`config.mk`:
```
export PLATFORM = sky130hd
export DESIGN_NAME = mdts_ctrl
export DESIGN_NICKNAME = d
export VERILOG_FILES = /design/src/hdl/mdts_pkg.sv /design/src/hdl/mdts_ctrl.sv
export SDC_FILE = /design/constraint.sdc
export NUM_CORES = 1
export LEC_CHECK = 0
export ABC_AREA = 1
export BUFFER_PORTS_ARGS = -buffer_cell sky130_fd_sc_hd__buf_2
export CAP_MARGIN = 40
export CORE_MARGIN = 1.5
export CORE_UTILIZATION = 57
export CTS_CLUSTER_DIAMETER = 200
export DETAILED_ROUTE_END_ITERATION = 8
export PLACE_DENSITY = 0.81
export RECOVER_POWER = 25
export SLEW_MARGIN = 20
export SYNTH_ARGS = -nofsm -noshare
export SYNTH_HDL_FRONTEND = slang
export SYNTH_SLANG_ARGS = --single-unit
```
`constraint.sdc`:
```
create_clock -name clk -period 1.84 [get_ports clk]
set_input_delay 0.092 -clock clk [delete_from_list [all_inputs] [get_ports clk]]
set_output_delay 0.092 -clock clk [all_outputs]
set_load 0.02 [all_outputs]
```
`src/hdl/mdts_pkg.sv`:
```
// Shared types and constants for the minimum degree sum triangle search block.
package mdts_pkg;

  localparam int unsigned MAX_VERTICES = 64;
  localparam int unsigned VW = $clog2(MAX_VERTICES);
  localparam int unsigned CW = VW + 1;
  localparam int unsigned DW = 6;
  localparam int unsigned SW = 8;
  localparam logic [DW-1:0] DEGREE_MAX = '1;
  localparam logic [SW-1:0] DEGREE_OFFSET = SW'(6);

  typedef struct packed {
    logic          edge_present;
    logic [VW-1:0] first_vertex;
    logic [VW-1:0] second_vertex;
    logic          last_edge;
  } in_item_t;

  typedef struct packed {
    logic          triangle_found;
    logic [SW-1:0] recognition_sum;
  } out_item_t;

  typedef enum logic [3:0] {
    OP_NONE,
    OP_LOAD,
    OP_EDGE_A,
    OP_EDGE_B,
    OP_SRCH_INIT,
    OP_RD_I,
    OP_LAT_I,
    OP_RD_J,
    OP_LAT_J,
    OP_NEXT_J,
    OP_NEXT_I,
    OP_RD_K,
    OP_NEXT_K,
    OP_LAT_K,
    OP_CLEAR
  } op_t;

  typedef struct packed {
    logic edge_ok;
    logic dup;
    logic last;
    logic i_end;
    logic j_end;
    logic k_end;
    logic bit_ij;
    logic bit_k;
  } dp_status_t;

endpackage

```
`src/hdl/mdts_ctrl.sv`:
```
// Controller: sequences edge loading, the triangle search and result delivery.
module mdts_ctrl
  import mdts_pkg::*;
(
  input  logic       clk,
  input  logic       rst_n,
  input  logic       in_valid,
  output logic       in_ready,
  output logic       out_valid,
  input  logic       out_ready,
  input  dp_status_t status,
  output op_t        op
);

  typedef enum logic [11:0] {
    ST_IDLE  = 12'b000000000001,
    ST_EA    = 12'b000000000010,
    ST_EB    = 12'b000000000100,
    ST_SINIT = 12'b000000001000,
    ST_RI    = 12'b000000010000,
    ST_WI    = 12'b000000100000,
    ST_RJ    = 12'b000001000000,
    ST_WJ    = 12'b000010000000,
    ST_RK    = 12'b000100000000,
    ST_WK    = 12'b001000000000,
    ST_OUT   = 12'b010000000000,
    ST_SPARE = 12'b100000000000
  } state_t;

  state_t state_r, state_nxt;

  assign in_ready  = (state_r == ST_IDLE);
  assign out_valid = (state_r == ST_OUT);

  always_comb begin
    state_nxt = state_r;
    op = OP_NONE;
    case (state_r)
      ST_IDLE: begin
        if (in_valid) begin
          op = OP_LOAD;
          state_nxt = ST_EA;
        end
      end
      ST_EA: begin
        if (status.edge_ok && !status.dup) begin
          op = OP_EDGE_A;
          state_nxt = ST_EB;
        end else begin
          state_nxt = status.last ? ST_SINIT : ST_IDLE;
        end
      end
      ST_EB: begin
        op = OP_EDGE_B;
        state_nxt = status.last ? ST_SINIT : ST_IDLE;
      end
      ST_SINIT: begin
        op = OP_SRCH_INIT;
        state_nxt = ST_RI;
      end
      ST_RI: begin
        if (status.i_end) begin
          state_nxt = ST_OUT;
        end else begin
          op = OP_RD_I;
          state_nxt = ST_WI;
        end
      end
      ST_WI: begin
        op = OP_LAT_I;
        state_nxt = ST_RJ;
      end
      ST_RJ: begin
        if (status.j_end) begin
          op = OP_NEXT_I;
          state_nxt = ST_RI;
        end else if (!status.bit_ij) begin
          op = OP_NEXT_J;
        end else begin
          op = OP_RD_J;
          state_nxt = ST_WJ;
        end
      end
      ST_WJ: begin
        op = OP_LAT_J;
        state_nxt = ST_RK;
      end
      ST_RK: begin
        if (status.k_end) begin
          op = OP_NEXT_J;
          state_nxt = ST_RJ;
        end else if (!status.bit_k) begin
          op = OP_NEXT_K;
        end else begin
          op = OP_RD_K;
          state_nxt = ST_WK;
        end
      end
      ST_WK: begin
        op = OP_LAT_K;
        state_nxt = ST_RK;
      end
      ST_OUT: begin
        if (out_ready) begin
          op = OP_CLEAR;
          state_nxt = ST_IDLE;
        end
      end
      default: state_nxt = ST_IDLE;
    endcase
  end

  always_ff @(posedge clk) begin
    if (!rst_n) begin
      state_r <= ST_IDLE;
    end else begin
      state_r <= state_nxt;
    end
  end

endmodule

```
* Word level (Yosys, flattened, before mapping)
Cells that the tools add are included.
Widths: inputs -> output; s select.
** Word-level totals
- Latch bits :: 0
- Input bits :: 12
- Memory bits (read-only) :: 0
- Flip-flop bits (word level) :: 12
- Memories kept :: 0
- Output and inout bits :: 6
- Logic and storage cells :: 39
- Memory bits (writable) :: 0
** Cells by class
- Magnitude comparators :: 0
- Add/sub/neg operators :: 0
- Bitwise gates (word level) :: 0
- Reduce and logical (&&, ||, !) cells :: 4
- Multipliers :: 0
- Divide/modulo/power cells :: 0
- Muxes and demuxes :: 19
- Eq/ne operators :: 15
- Shift-type cells :: 0
** Operators with widths (number)
- $pmux 12 s10 :: 1
- $mux 12 :: 6
- $pmux 4 s11 :: 1
- $mux 4 :: 5
- $eq 12x1->1 const B :: 1
- $eq 12x10->1 const B :: 1
- $eq 12x11->1 const B :: 1
- $eq 12x2->1 const B :: 1
- $eq 12x3->1 const B :: 1
- $eq 12x4->1 const B :: 1
- $eq 12x5->1 const B :: 1
- $eq 12x6->1 const B :: 1
- $eq 12x7->1 const B :: 1
- $eq 12x8->1 const B :: 1
- $eq 12x9->1 const B :: 1
- $mux 11 :: 1
- $mux 3 :: 3
- $ne 3x3->1 const B :: 2
- $reduce_and 4->1 :: 1
- $mux 2 :: 1
- $ne 2x1->1 const B :: 1
- $ne 2x2->1 const B :: 1
- $reduce_or 2->1 :: 1
- $logic_and 1x1->1 :: 1
- 2 further kinds :: 2

* Longest topological paths before layout
- Word-level depth :: 4
- Mapped depth :: 11
- Depth with buffers taken out :: 11

* Worst setup path before layout
No wires, ideal clock.
- Path kind :: register to output
- Start :: register state_r[4]
- End :: output op[2]
- Arrival :: 1.347 ns
- Cell stages (with the launch flop) :: 10
- Buffers on the path :: 0
- Path slack :: 0.401 ns
- Cell sequence :: dfxtp_1 > nor2_4 > nand2_2 > nor2_2 > nand3_1 > inv_1 > nand2_1 > o21ai_0 > nor2_1 > nand3_1
** Between the ends
- Word-level cells in the longest chain between the ends :: 2
- Elaborated cells on any way between the ends :: 12
** Ends and longest elaborated chain
- start, declared :: RTL line mdts_ctrl.sv:30 : state_t state_r, state_nxt;
- start signal, assigned :: RTL line mdts_ctrl.sv:117 : state_r <= state_nxt;
- $eq 12x11->1
- net out_valid :: RTL line mdts_ctrl.sv:9 : output logic out_valid,
- $pmux 4 s11 :: RTL line mdts_ctrl.sv:38 : case (state_r)
- end, declared :: RTL line mdts_ctrl.sv:12 : output op_t op
The timed path passes the listed nets, and every way through them passes these cells.

* Final worst setup path
- Start :: register state_r[8]
- End :: output op[0]
** Between the ends
- Word-level cells in the longest chain between the ends :: 2
- Elaborated cells on any way between the ends :: 12
** Ends and longest elaborated chain (RTL line)
- $eq 12x11->1 (tied with other cells) :: mdts_ctrl.sv:38
- $pmux 4 s11 (*) :: mdts_ctrl.sv:38
Mark *: on every way between the ends. The rest lies on a longest branch, timed or not.

==> impl_metrics.csv <==
group,metric,value,unit
critical_path,cp_cell_sequence,"nor2_4, nand2_4, nor2_4, buf_4, nand2_4, o22ai_1, nor2_1, nand4_1, buf_2",
critical_path,cp.buffers_inverters,2,
floorplanning,rows,13,
timing,max_slew_margin,84.6,%
floorplanning,die_h,42.2,um
cells_and_area,final_util,76.9,%
floorplanning,die_x,42.2,um
detailed_routing,via_count,1008,
placed_design,placed_cells,181,
global_route,grt_max_degree,11,
floorplanning,initial_utilization,64.0,%
logic_synthesis,synthTopCellsByCount,"39 x nand2_1, 33 x inv_1, 25 x nor2_1",
logic_synthesis,synth_area_leaders,"dfxtp_1 25%, nand2_1 17%, inv_1 14%",
cells_and_area,reg.largest.list,"state_r (11)",
critical_path,path_class,"flop to output pin",
detailed_routing,wl_per_cell,11.8,um
power,totalPowerFinal,0.00106,W
cells_and_area,fill_cells,119,
timing,finalCritPeriodShare,94.9,%
critical_path,slowest_stage,"dfxtp_1",
clocking,postCtsHoldBufs,0,
critical_path,cp_slowest_stage_delay,370,ps
flow_run,drv_cap,0,
floorplanning,die_area,1780,sq um
logic_synthesis,synth_adder_area_share,0,%
logic_synthesis,syn_area,875,sq um
logic_synthesis,synth_most_common_cell,"nand2_1",
logic_synthesis,seq_area_frac_synth,25.2,%
logic_synthesis,synth_top_family_by_area,"simple AND/OR/NAND/NOR gates",
logic_synthesis,synth_fp_nets,162,
global_route,grt_pass1_vias,876,
cells_and_area,largest_reg_flops,11,
detailed_routing,drt_iter0_markers,102,
logic_synthesis,yosysWarnings,0,
logic_synthesis,ys_types,19,
placed_design,dp_hpwl,1690,um
clocking,cts_tree,"done",
critical_path,cp_max_fo,4,
global_route,grt_pass1_wl,3570,um
critical_path,endpoint_kind,"output pin",
timing,slew_viol_final,0,
clocking,cts_made_buffers,3,
global_route,grt.overflow.total,0,
logic_synthesis,avgSynthCellArea,5.83,sq um
floorplanning,coreArea,1370,sq um
placed_design,port_buffers,17,
clocking,cts-htree-levels,1,
floorplanning,io_pins,18,
detailed_routing,viasPerCell,5.36,
timing,hold_viol_final,0,
logic_synthesis,synthSimpleGateAreaFrac,53.5,%
cells_and_area,fin_cells,188,
critical_path,cp-start-kind,"flop",
power,vdd_drop_max,0.000786,V
detailed_routing,drtAntennaViolNets,0,
min_path,min_path_type,"primary input to flop",
timing,finalClockSkew,2.45,ps
critical_path,critPathRequiredTime,1750,ps
detailed_routing,wl,2210,um
clocking,root_buffer,"clkbuf_4",
logic_synthesis,synthMuxAreaShare,0,%
timing,setup_viol,0,
clocking,clk_latency,270,ps
global_route,globalRouteTotalUtil,26.1,%
timing,fin_crit,1750,ps
logic_synthesis,synth_xor_xnor_area_share,0,%
timing,max_freq,573,MHz
detailed_routing,drc,0,
logic_synthesis,synth_cells,150,
logic_synthesis,synth_top_area_share,25.2,%
cells_and_area,drive_gt1_share,28.3,%
logic_synthesis,synth_compound_area_share,4.43,%
logic_synthesis,synth_area_leader_cell,"dfxtp_1",
logic_synthesis,ys_async_sr_fraction,0,%
critical_path,crit_family,"simple AND/OR/NAND/NOR gates",
power,p_per_area,1010,nW/um^2
clocking,cts_sinks,11,
cells_and_area,fin_nets,186,
cells_and_area,antenna_cells,0,
logic_synthesis,yosys_most_used_dff,"dfxtp_1",
cells_and_area,regMostFlops,"state_r",
clocking,clock_path_buffers,2,
logic_synthesis,synth_edf_count,0,
placed_design,gp_congestion,0.997,
power,p_leak,0.657,nW
critical_path,crit_arrival,1650,ps
cells_and_area,area_delta_synth_final,20.2,%
detailed_routing,drtPass1Iterations,4,
clocking,clk_pin_slew,70,ps
timing,tightestPinTransition,231,ps
global_route,antenna_found_initial,0,
status,status,"complete, no violations",
logic_synthesis,ys_seq_elements,11,
## cell usage in the layout, fill, tap and decap left out, types with 3 or more instances in the layout
cell,n
inv_1,32
nor2_4,7
nand2_2,6
buf_4,5
nor2_2,3
clkbuf_4,3
buf_2,15
nand4_1,5
nand3_1,12
dfxtp_1,9
nor2_1,21
nand2_4,3
nand2_1,37
## through the flow
step | setup TNS (ps) | cell area (sq um) | hold WS (ps) | setup WS (ps)
after global routing | -7.21 | 1050 | 55.2 | -7.21
after CTS | 0 | 996 | 59.9 | 36.5
after floorplan | 0 | 875 | 213 | 401
after global placement | 0 | 965 | 343 | 284
after detailed placement | 0 | 965 | 345 | 253
final | 0 | 1050 | 52.7 | 93.6
## cells by family (layout without fill, tap and decap cells)
logic type             count (synthesis)  count (layout)
buffers and inverters                 36              59
AND/OR/NAND/NOR                       97              97
flip-flops                            11              11
AO/OA/AOI/OAI                          6               6
## routing by layer
metal	track usage [%]	wire [um]
met4	8.13	53
met1	34.6	889
met3	5.60	234
met5	0	0
met2	42.2	1030
## path summary, 6_finish.rpt
kind | cells after the start | startpoint | end | slack [ps]
max | 9 | state_r[8] | op[0] | 90
min | 3 | status[5] | state_r[3] | 50
max reg2reg | 11 | state_r[8] | state_r[5] | 350
min reg2reg | 2 | state_r[8] | state_r[8] | 580
## power by group
group	switching, W	internal (W)
clock	0.0000804	0.0000838
combinational	0.000384	0.000207
sequential	0.0000354	0.000272
## tightest hold or removal path, delay by kind of cell
| kind | cells | cell delay, ps |
|---|---|---|
| buffers and inverters | 1 | 100 |
| AND/OR/NAND/NOR | 2 | 90 |
## timing repair
action | in CTS | in global routing
pin swaps | 0 | 8
resized for setup | 1 | 14
endpoints found under the setup margin | 1 | 4
gates cloned | 0 | 0
buffers inserted | 0 | 3
## layout make-up
cell class / instances / area, sq um / share of cell area (%)
multi-input combinational: 103 / 537 / 51.1
sequential: 11 / 223 / 21.2
inverter: 35 / 134 / 12.7
timing repair buffer: 20 / 113 / 10.7
clock buffer: 4 / 26.3 / 2.50
tap: 15 / 18.8 / 1.79
Note: power is estimated with default switching activity, not from simulation.
